==> src/sv/bpc_pkg.sv <==
// ----------------------------------------------------------------------------
// bpc_pkg: shared types and constants of the BMP pixel to BGRA converter
// Channel layout, register indexes, command codes, pixel modes and the
// sizes of the queue and divider pipeline.
// ----------------------------------------------------------------------------
package bpc_pkg;

    // Channel order inside an item
    localparam int NUM_CH    = 4;
    localparam int CH_BLUE   = 0;
    localparam int CH_GREEN  = 1;
    localparam int CH_RED    = 2;
    localparam int CH_ALPHA  = 3;

    localparam int WORD_W    = 32;
    localparam int BYTE_W    = 8;
    localparam int PAL_W     = 24;

    // Configuration port
    localparam int CFG_INDEX_W = 3;
    localparam int CFG_DATA_W  = 32;

    localparam logic [CFG_INDEX_W-1:0] REG_PIXEL_MODE   = 3'd0;
    localparam logic [CFG_INDEX_W-1:0] REG_RED_MASK     = 3'd1;
    localparam logic [CFG_INDEX_W-1:0] REG_GREEN_MASK   = 3'd2;
    localparam logic [CFG_INDEX_W-1:0] REG_BLUE_MASK    = 3'd3;
    localparam logic [CFG_INDEX_W-1:0] REG_ALPHA_MASK   = 3'd4;
    localparam logic [CFG_INDEX_W-1:0] REG_ALPHA_ENABLE = 3'd5;

    // Input commands
    localparam logic CMD_CONVERT       = 1'b0;
    localparam logic CMD_PALETTE_WRITE = 1'b1;

    typedef enum logic [1:0] {
        MODE_PALETTE   = 2'd0,
        MODE_BGR24     = 2'd1,
        MODE_BGRX32    = 2'd2,
        MODE_BITFIELDS = 2'd3
    } mode_t;

    // Denominator 2^8 - 1: with it a byte value passes the rescale unchanged
    localparam logic [WORD_W-1:0] DEN_BYTE = 32'd255;

    // Front to back queue
    localparam int QUEUE_DEPTH = 4;
    localparam int QPTR_W      = $clog2(QUEUE_DEPTH);
    localparam int QCNT_W      = $clog2(QUEUE_DEPTH + 1);
    localparam logic [QCNT_W:0] QUEUE_FULL = (QCNT_W + 1)'(QUEUE_DEPTH);

    // Rescale divider: 8 quotient bits, numerator 510*v + D < 2^41
    localparam int QUOT_W = BYTE_W;
    localparam int REM_W  = WORD_W + 9;
    localparam int DIV_W  = WORD_W + 1;

    typedef struct packed {
        logic [WORD_W-1:0] value;
        logic [WORD_W-1:0] denom;
    } chan_t;

    typedef chan_t [NUM_CH-1:0] item_t;

endpackage

==> src/sv/bpc_queue.sv <==
// ----------------------------------------------------------------------------
// bpc_queue: short queue between classify and rescale
// Register-based FIFO; head entry is presented while count is nonzero.
// ----------------------------------------------------------------------------
module bpc_queue (
    input  logic                        clk,
    input  logic                        rst_n,
    input  logic                        push,
    input  bpc_pkg::item_t              push_item,
    input  logic                        pop,
    output bpc_pkg::item_t              head_item,
    output logic [bpc_pkg::QCNT_W-1:0]  count
);

    bpc_pkg::item_t                  data_reg [bpc_pkg::QUEUE_DEPTH];
    logic [bpc_pkg::QPTR_W-1:0]      wr_ptr_reg;
    logic [bpc_pkg::QPTR_W-1:0]      rd_ptr_reg;
    logic [bpc_pkg::QCNT_W-1:0]      count_reg;
    logic [bpc_pkg::QCNT_W-1:0]      count_next;

    always_comb
    begin
        count_next = count_reg;
        case ({push, pop})
            2'b10:   count_next = count_reg + 1'b1;
            2'b01:   count_next = count_reg - 1'b1;
            default: count_next = count_reg;
        endcase
    end

    always_ff @(posedge clk or negedge rst_n)
    begin
        if (!rst_n)
        begin
            wr_ptr_reg <= '0;
            rd_ptr_reg <= '0;
            count_reg  <= '0;
        end
        else
        begin
            if (push)
            begin
                wr_ptr_reg <= wr_ptr_reg + 1'b1;
            end
            if (pop)
            begin
                rd_ptr_reg <= rd_ptr_reg + 1'b1;
            end
            count_reg <= count_next;
        end
    end

    always_ff @(posedge clk)
    begin
        if (push)
        begin
            data_reg[wr_ptr_reg] <= push_item;
        end
    end

    assign head_item = data_reg[rd_ptr_reg];
    assign count     = count_reg;

endmodule

==> config.mk <==
export PLATFORM = sky130hd
export DESIGN_NAME = bpc_queue
export DESIGN_NICKNAME = d
export VERILOG_FILES = /design/src/sv/bpc_pkg.sv /design/src/sv/bpc_queue.sv
export SDC_FILE = /design/constraint.sdc
export NUM_CORES = 1
export LEC_CHECK = 0
export ABC_AREA = 0
export BUFFER_PORTS_ARGS = -buffer_cell sky130_fd_sc_hd__buf_2
export CORE_ASPECT_RATIO = 1.25
export CORE_MARGIN = 2
export CORE_UTILIZATION = 40
export CTS_CLUSTER_DIAMETER = 50
export DETAILED_ROUTE_END_ITERATION = 10
export GPL_TIMING_DRIVEN = 0
export HOLD_SLACK_MARGIN = 0.08
export MAX_ROUTING_LAYER = met4
export PLACE_DENSITY_LB_ADDON = 0.3
export SETUP_SLACK_MARGIN = 0.05
export SYNTH_ARGS = -nofsm -noshare
export SYNTH_HDL_FRONTEND = slang
export SYNTH_SLANG_ARGS = --single-unit
export TNS_END_PERCENT = 50
==> constraint.sdc <==
create_clock -name clk -period 21.3 [get_ports clk]
set_clock_uncertainty 0.15 [all_clocks]
set_input_delay 2.13 -clock clk [delete_from_list [all_inputs] [get_ports clk]]
set_output_delay 2.13 -clock clk [all_outputs]
set_load 0.01 [all_outputs]
Yosys cells after proc, flatten, opt, wreduce, memory -nomap -nowiden
Memory sizes are Yosys's and may differ from the RTL's.
Index checks and enable logic that the tools add are counted.
Operators by class
  equal/unequal tests: 2
  add/sub/neg operators: 4
  mux-type cells: 3
  reductions and logical operators: 1
Operator list (number)
  $pmux 3 s2: 1
  $add 2x1->2 const B: 2
  $add 3x1->3 const B: 1
  $sub 3x1->3 const B: 1
  $eq 2x1->1 const B: 1
  $eq 2x2->1 const B: 1
  $mux 1: 2
  $reduce_bool 2->1: 1
Storage, ports and cells
  register bits after elaboration: 7
  word-level logic and storage cells: 14
  input port bits: 260
  output and inout bits: 259
  bits in writable memories: 1024
  memories: 1
Memory list
  data_reg: words 4, bits a word 256, rd ports 1, clocked after memory_dff 0, wr ports 1, RTL line bpc_queue.sv:15  | bpc_pkg::item_t data_reg [bpc_pkg::QUEUE_DEPTH];

Logic depth before layout (Yosys ltp)
Gate-level depths: netlist of the first run.
  depth in word-level cells: 2
  depth in mapped cells: 7
  gate-level depth less buffers: 7

Worst setup path after synthesis of the first run
OpenSTA, ideal clock, no wires.
  path kind: in2reg
  start: input port push
  end: memory data_reg[0][0] in the netlist's numbering, enable pin
  path slack: 12.586 ns
  data arrival time: 7.916 ns
  required time: 20.502 ns
  buffers on the path: 0
  stages on the path: 1
  library setup time: 0.648 ns
  cells stage by stage: and2_1
On the way
  word-level cells in the longest chain between the ends: 2
RTL lines
  from (decl): RTL line bpc_queue.sv:8  | input logic push,
  $mux 1: RTL line bpc_queue.sv:55  | if (push)
  $mux 1 (not written as such): RTL line bpc_queue.sv:57  | data_reg[wr_ptr_reg] <= push_item;
  to (decl): RTL line bpc_queue.sv:15
Every way passes these cells.

==> impl_results.md, run 1 <==
- Most frequent cells in the layout: edfxtp_1, buf_2, mux4_2, mux4_1, clkbuf_16
- Die Area: ~97000 um^2
- Initial core utilization: 0.402
- Routed WL: between 70000 and 80000 um
- Cell area after synthesis: 37800 um^2
- Register area share after synthesis: 0.819
- Worst setup EP type: output port
- Worst Path Max Fanout: 10
- Largest net degree at the start of global routing: 56
- TritonCTS Sinks: about 1000
- Total grt overflow: 0
- Fill cells: 7640
- Synth Area in Adders: 0.00219
- Worst skew pair latency: 0.68 ns
- Class of the worst hold path: flip-flop to flip-flop
- RSZ-0062 raised after global routing: false
- Initial DRC count: 1000
- Post-CTS setup buffer count: 0
- Commonest non-fill, non-tap cell in the layout: edfxtp_1
- Final Max Tran Viols: 0
- Clock Tree Root: clkbuf_16
- Final min period: between 5 and 6 ns
- Number of global-route vias before repair: 18100
- Count of input and output buffers: 518
- Post-Synth XOR/XNOR Area: 0.00139
- Final Non-Filler Cells: around 3300
- Mapped Avg Cell Area: approximately 28 um^2
- Final Cycle Share: 0.260
- Post-synthesis cell count: 1372
- Die Y: 348 um
- Compound-Gate Fraction of Synth Area: 0.000132
- Setup TNS: 0 ns
- Final Core Density: 0.488
- DR WL/cell: roughly 24 um
- Die width: 279 um
- Nets: 2281
- Placer Congestion: around 0.71
- Final hold slack: 0.317 ns
- Worst-Margin Slew: 1.28 ns
- Unique masters post-synth: 18
- Clk pin slew, worst setup/hold paths: 0.06 ns
- Final Hold Viols: 0
- CTS tree: built
- Rows: 126
- First-pass GRT wire length: 117000 um
- Placed cell count: 3126
- H-Tree Depth: 3
- Pre-antenna DRT Iters: 5
- Status: complete, no violations
- Overall routing resource usage: 0.168
- Critical path class: flip-flop to output port
- Setup crit start kind: flip-flop
- Synthesis Warnings: 0
- Layout cells sized above 1: 0.424
- CP arrival: between 3 and 4 ns
- Main combinational cell family by area after synthesis: multiplexers
- Slew headroom: 0.147
- DR DRC count: 0
- Clk buf depth: 3
- Power Density: 139 nW/um^2
- Area growth, synth to finish: 21.4%
- Leakage power: 15.9 nW
- # setup viols final: 0
- Max FFs per register: 1024
- CP required: between 15 and 20 ns
- Routed vias/inst: 5.09
- Inserted Clock Buffers: 103
- Number of max-cap violations: 0
- ANT nets after route: 0
- Post-CTS sizing: 0
- Peak supply drop: about 0.000096 V
- Post-CTS Hold Fix Bufs: 0
- Mux share of post-synthesis cell area: 0.164
- Seq cells post-synth: 1031
- Core box area: 94000 um^2
- Detailed placement HPWL: 53000 um
- Initial antenna violation count: 23
- Simple-gate share of the synthesized area: 0.000961
- IO Count: ~520
- Synth Net Count: 1638
- FMAX: 181 MHz
- Vias: around 17000
## area by class of cell
type                    count  area (um^2)  area share
clock inverters            59          644      0.0140
inverters                   6         22.5    0.000491
well taps                1216         1520      0.0332
diodes                     20         50.0     0.00109
clock buffers             134         2730      0.0596
multi-input cells         277         6380       0.139
plain buffers              58          459      0.0100
repair buffers            538         3140      0.0684
flip-flops and latches   1031        30900       0.674
## path summary, 6_finish.rpt
kind	to	cells past startpoint	slack, ns	from
worst max-delay path	head_item[195]	5	15.76	rd_ptr_reg[1]$_DFFE_PN0P_
worst min-delay path	count[2]$_DFFE_PN0P_	1	0.32	count[2]$_DFFE_PN0P_
worst max register to register	data_reg[0][106]$_DFFE_PP_	6	18.65	wr_ptr_reg[0]$_DFFE_PN0P_
worst min register to register	count[2]$_DFFE_PN0P_	1	0.32	count[2]$_DFFE_PN0P_
max in group asynchronous	rd_ptr_reg[0]$_DFFE_PN0P_	1	19.69	rst_n
min in group asynchronous	count[1]$_DFFE_PN0P_	1	1.14	rst_n
## critical path, stage by stage (launching register included)
cell and delay (ns):
dfrtp_1 0.32, clkbuf_1 0.18, clkbuf_1 0.95, buf_2 0.52, mux4_2 0.36, buf_2 0.19
## cells in the mapped netlist
| library cell | count | area share |
|---|---|---|
| and2_1 | 4 | 0.00066 |
| buf_2 | 27 | 0.0036 |
| buf_6 | 23 | 0.0069 |
| buf_8 | 3 | 0.0012 |
| clkbuf_1 | 5 | 0.00050 |
| dfrtp_1 | 7 | 0.0046 |
| edfxtp_1 | 1024 | 0.81 |
| fa_1 | 1 | 0.00053 |
| ha_1 | 5 | 0.0017 |
| inv_1 | 6 | 0.00060 |
| mux2i_1 | 1 | 0.00026 |
| mux4_1 | 111 | 0.077 |
| mux4_2 | 145 | 0.086 |
| nand2_1 | 2 | 0.00020 |
| nor2_1 | 1 | 0.000099 |
| o21ai_0 | 1 | 0.00013 |
| xnor2_1 | 2 | 0.00046 |
| xor2_1 | 4 | 0.00093 |
## routing by layer
layer / track usage / vias up / part of all wire / wire length, um
met4: 0.0450 / 0 / 0.019 / 1510
li1: - / 7432 / - / -
met2: 0.277 / 517 / 0.51 / 40600
met1: 0.198 / 8948 / 0.39 / 31100
met5: - / - / 0 / 0
met3: 0.0581 / 99 / 0.084 / 6740
## report_power, final
group	switching [mW]	leakage [nW]	internal, mW
clock network	0.760	1.62	1.00
registers	0.0666	9.49	2.65
logic	1.06	4.76	0.834
## per-stage QoR
step,instance area [um^2],power [mW],setup slack (ns)
6_report,45900,6.37,15.76
5_1_grt,45900,6.66,15.58
4_1_cts,45800,6.48,15.37
3_5_place_dp,42400,4.71,16.13
3_3_place_gp,41900,4.83,7.32
2_1_floorplan,37800,3.97,12.59
## cell families (layout without fill, tap and decap cells)
| logic type | Yosys count | after routing |
|---|---|---|
| multiplexers | 257 | 257 |
| AO/OA/AOI/OAI | 1 | 1 |
| XOR/XNOR | 6 | 6 |
| AND/OR/NAND/NOR | 7 | 7 |
| other | 0 | 20 |
| adder cells (fa/ha/maj) | 6 | 6 |
| buffers and inverters | 64 | 795 |
| flip-flops | 1031 | 1031 |
Note: power is estimated with default switching activity, not from simulation.
==> run 2, diff against run 1 <==
- clock period: 21.3 -> 5.41 ns (I/O delays scaled with it)
==> impl_results.md, run 2 (same netlist as run 1, synthesis figures left out) <==
- CP peak stage delay: 0.89 ns
- P_sw: 7.54 mW
- Worst skew pair latency: 0.67 ns
- CTS tree: built
- Vias: 18000
- Most frequent cells in the layout: edfxtp_1, buf_2, dlygate4sd3_1, mux4_2, mux4_1
- Crit-path cells: clkbuf_1 > clkbuf_1 > buf_2 > mux4_2 > buf_2
- Placer Congestion: 0.732
- Initial antenna violation count: 8
- Layout cells sized above 1: 0.377
- CP max-delay cell: clkbuf_1
- Fill cells: 7365
- Power Density: between 500 and 600 nW/um^2
- Clk pin slew, worst setup/hold paths: ~0.060 ns
- Final Max Tran Viols: 0
- Pre-antenna DRT Iters: 5
- Final min period: 3.98 ns
- Detailed placement HPWL: 53500 um
- Rows: 126
- CP required: 4.72 ns
- Routed WL: 81900 um
- FMAX: between 200 and 300 MHz
- Die Area: 96900 um^2
- Largest net degree at the start of global routing: 55
- Worst hold endpoint: count[0]$_DFFE_PN0P_
- Clock Tree Root: clkbuf_16
- DR WL/cell: 22.8 um
- Area growth, synth to finish: 28.4%
- Worst R2R Path Depth: 5
- ANT nets after route: 0
- IO Count: 519
- Status: complete, no violations
- TritonCTS Sinks: just over 1000
- CP arrival: approximately 3.3 ns
- Logic gate share of total power: 0.301
- Count of input and output buffers: 518
- Final Hold Viols: 0
- Final Cycle Share: 0.735
- H-Tree Depth: 3
- Total grt overflow: 0
- Worst setup EP type: output port
- Max FFs per register: 1024
- Initial core utilization: 0.402
- R2r setup slk: 2.63 ns
- Part of the power in the clock network: 0.279
- Final Total Pwr: 25.4 mW
- Number of max-cap violations: 0
- Class of the worst hold path: flip-flop to flip-flop
- Leakage power: 17.0 nW
- Worst-Margin Slew: 1.16 ns
- Hold depth: 1
- Worst Path Max Fanout: 10
- RSZ-0062 raised after global routing: false
- DP Worst Slack: 1.95 ns
- Die Y: 348 um
- DR DRC count: 0
- Internal power: 17.9 mW
- # setup viols final: 0
- Peak supply drop: 0.000353 V
- Commonest non-fill, non-tap cell in the layout: edfxtp_1
- Number of global-route vias before repair: between 15000 and 20000
- Slew headroom: 0.226
- PnR worst setup slack: 1.43 ns
- Worst hold start: count[0]$_DFFE_PN0P_
- Seq pwr share: 0.420
- Endpoint of the worst register-to-register path: data_reg[3][88]$_DFFE_PP_
- Core box area: 94000 um^2
- Initial DRC count: 1145
- Nets: 2542
- Setup crit start kind: flip-flop
- Inserted Clock Buffers: 104
- Die width: 279 um
- Clk buf depth: 3
- Overall routing resource usage: 0.173
- Sw frac: 0.296
- Post-CTS setup buffer count: 0
- Routed vias/inst: 5.03
- First-pass GRT wire length: ~120000 um
- Crit path max-delay family: buffers and inverters
- Critical path class: flip-flop to output port
- R2R Path Start: wr_ptr_reg[0]$_DFFE_PN0P_
- Worst Path Buf+Inv: 4
## run 2: cell count changes in the layout (fill, tap and decap cells not counted), sizes merged
cell,delta
clkinv,+4
diode,-11
inv,+5
clkinvlp,-1
bufinv,+2
clkbuf,-9
dlygate4sd3,+260
## run 2: worst reg2reg max path, delay by kind of cell, from the launching register on
kind	cells	cell delay (ns)
adder cells (fa/ha/maj)	1	0.17
buffers and inverters	3	1.06
flip-flops	1	0.41
AND/OR/NAND/NOR	1	0.54
## run 2: how the worst max path moves through the flow
stage	from	to	slack, ns	cells past startpoint
after CTS	rd_ptr_reg[1]$_DFFE_PN0P_	head_item[59]	1.19	5
after floorplan	wr_ptr_reg[1]$_DFFE_PN0P_	data_reg[1][0]$_DFFE_PP_	-1.79	3
after global placement	push	data_reg[3][88]$_DFFE_PP_	-7.00	2
after global routing	rd_ptr_reg[1]$_DFFE_PN0P_	head_item[59]	1.15	5
after detailed placement	rd_ptr_reg[1]$_DFFE_PN0P_	head_item[59]	1.95	5
final	rd_ptr_reg[1]$_DFFE_PN0P_	head_item[59]	1.43	5
## run 2: timing repair
action	in CTS	in global routing
hold buffers	260	0
resized for setup	0	0
endpoints found under the hold margin	1035	0
## run 2: per-stage QoR
| stage | std cells | util | hold WS, ns | setup TNS, ns | area (um^2) |
|---|---|---|---|---|---|
| 5_1_grt | 3587 | 0.516 | 0.387 | 0 | 48500 |
| 6_report | 3589 | 0.516 | 0.371 | 0 | 48500 |
| 3_5_place_dp | 3126 | 0.452 | 0.246 | 0 | 42400 |
| 3_3_place_gp | 3106 | 0.446 | 0.234 | -4365.44 | 41900 |
| 2_1_floorplan | 1372 | - | 0.0954 | -899.21 | 37800 |
| 4_1_cts | 3580 | 0.516 | 0.348 | 0 | 48500 |
## run 2: cell type report
type,count,area [um^2],area share
antenna,9,22.5,0.000464
buffer,58,458,0.00944
clock buffer,125,2720,0.0561
clock inverter,69,731,0.0151
inverter,6,22.5,0.000464
multi-input combinational,277,6380,0.131
sequential,1031,30900,0.637
tap,1216,1520,0.0314
timing repair buffer,798,5740,0.118
## run 2: power groups by stage
stage / combinational, mW / sequential (mW) / clock (mW)
after floorplan: 4.43 / 11.1 / 0
after global placement: 7.37 / 11.3 / 0
after detailed placement: 7.71 / 10.9 / 0
after CTS: 7.90 / 10.7 / 7.27
after global routing: 8.23 / 10.8 / 7.57
final: 7.66 / 10.7 / 7.09
## run 2: routing by layer
layer,GRT usage,vias to the layer above,routed length (um)
met2,0.286,615,41500
met4,0.0598,0,2190
met1,0.205,9369,32100
li1,-,7944,-
met5,-,-,0
met3,0.0470,108,6150
==> run 3, diff against run 2 <==
- clock period: 5.41 -> 3.3 ns (I/O delays scaled with it)
==> impl_results.md, run 3 (same netlist as run 1, synthesis figures left out) <==
- Status: complete, no violations
- DP Area: 42400 um^2
- DR DRC count: 0
- Die width: around 280 um
- Slew headroom: 0.528
- Initial DRC count: 1204
- # setup viols final: 0
- Clk pin slew, worst setup/hold paths: 0.06 ns
- Seq. cell area: 30900 um^2
- Pre-antenna DRT Iters: 5
- Total grt overflow: 0
- H-Tree Depth: 3
- Layout cells sized above 1: 0.374
- Top Usage Layer GRT: met2
- Detailed placement HPWL: 53900 um
- Number of global-route vias before repair: 19600
- Grt met2 use: 0.289
- ANT nets after route: 0
- CP required: 2.82 ns
- Final Cycle Share: 0.919
- TritonCTS Sinks: 1031
- Die Y: 348 um
- Worst Path Max Fanout: 10
- DP Worst Slack: 0.548 ns
- Final min period: 3.03 ns
- Seq pwr share: 0.426
- Area growth, synth to finish: 27.8%
- Clock Tree Root: clkbuf_16
- Initial antenna violation count: 9
- DR WL/cell: ~23 um
- Worst skew pair latency: 0.66 ns
- Routed WL: 81600 um
- Max FFs per register: 1024
- Setup crit start kind: flip-flop
- Met1 Resource Use GR: 0.200
- Worst setup EP type: output port
- Post-route cell area: 48300 um^2
- Part of the power in the clock network: 0.268
- Placer Congestion: roughly 0.73
- Core box area: 94000 um^2
- Met3 usage: 0.0553
- Commonest non-fill, non-tap cell in the layout: edfxtp_1
- FMAX: about 330 MHz
- Largest net degree at the start of global routing: 56
- Count of input and output buffers: 518
- Critical path class: flip-flop to output port
- Number of max-cap violations: 0
- Nets: 2541
- Clk buf depth: 3
- First-pass GRT wire length: 122000 um
- Final Hold Viols: 0
- IO Count: 519
- PnR worst setup slack: between 0.2 and 0.3 ns
- Inserted Clock Buffers: 103
- Sw frac: 0.295
- Most frequent cells in the layout: edfxtp_1, buf_2, dlygate4sd3_1, mux4_2, mux4_1
- Fill cells: 7402
- CP arrival: 2.55 ns
- CTS tree: built
- RSZ-0062 raised after global routing: false
- Logic gate share of total power: 0.305
- Footprint of the multi-input gates: 6380 um^2
- Overall routing resource usage: 0.173
- Vias: between 15000 and 20000
- P_sw: 12.1 mW
- Peak supply drop: 0.000578 V
- Setup TNS: 0 ns
- Initial core utilization: 0.402
- Power Density: 851 nW/um^2
- Final Total Pwr: around 41 mW
- Worst-Margin Slew: 0.708 ns
- Rows: between 100 and 150
- Die Area: about 97000 um^2
- Final Max Tran Viols: 0
- Class of the worst hold path: input pin to flip-flop
- Internal power: 29.0 mW
- Leakage power: 16.9 nW
- Routed vias/inst: 5.00
==> run 3: changes by cell type in the layout (fill, tap and decap cells not counted), sizes merged, moves of 2 or more <==
cell,delta
inv,-2
clkbuf,+5
clkinvlp,-2
clkinv,-4
bufinv,-3
==> run 3: cell type report <==
type,instances,area share
diodes,8,0.000415
multi-input cells,277,0.132
repair buffers,798,0.119
well taps,1216,0.0315
flip-flops and latches,1031,0.640
plain buffers,58,0.00969
inverters,6,0.000466
clock buffers,129,0.0558
clock inverters,58,0.0110
==> run 3: stage by stage <==
stage               hold slack, ns   util  std cells
floorplan                   -0.116      -       1372
global placement            0.0221  0.446       3106
detailed placement          0.0311  0.452       3126
CTS                          0.211  0.514       3573
global route                 0.241  0.514       3581
finish                       0.262  0.514       3581
==> run 3: power by group through the flow <==
stage / Combinational [mW] / Clock (mW) / Sequential (mW)
final: 12.5 / 11.0 / 17.5
after global routing: 13.5 / 11.9 / 17.7
after CTS: 12.9 / 11.3 / 17.5
after detailed placement: 12.6 / 0 / 17.8
after global placement: 12.2 / 0 / 18.2
after floorplan: 7.27 / 0 / 17.9
==> run 3: what timing repair did <==
action | CTS | global route
gates resized for setup | 2 | 1
endpoints found under the setup margin | 187 | 3
buffers inserted | 0 | 0
hold buffers | 260 | 0
endpoints found under the hold margin | 1038 | 0
==> run 3: path summary, 6_finish.rpt <==
path | from | end | slack [ns] | cells past startpoint
setup reg to reg | wr_ptr_reg[0]$_DFFE_PN0P_ | data_reg[0][95]$_DFFE_PP_ | 0.57 | 6
setup / recovery | rd_ptr_reg[1]$_DFFE_PN0P_ | head_item[193] | 0.27 | 5
hold / removal | push_item[24] | data_reg[2][24]$_DFFE_PP_ | 0.26 | 2
hold reg to reg | count[2]$_DFFE_PN0P_ | count[2]$_DFFE_PN0P_ | 0.35 | 1
max in group asynchronous | rst_n | wr_ptr_reg[0]$_DFFE_PN0P_ | 2.21 | 3
min in group asynchronous | rst_n | count[2]$_DFFE_PN0P_ | 0.53 | 3
==> run 3: metal layers <==
metal  wire (um)  vias to the layer above
met5           0                        -
met4        2130                        0
met3        6540                      129
met2       41400                      554
met1       31400                     9282
li1            -                     7929
==> run 3: critical path, stage by stage, from the launching register on <==
cell      delay [ns]
dfrtp_1         0.32
clkbuf_1        0.20
clkbuf_4        0.39
buf_2           0.39
mux4_2          0.36
buf_2           0.19
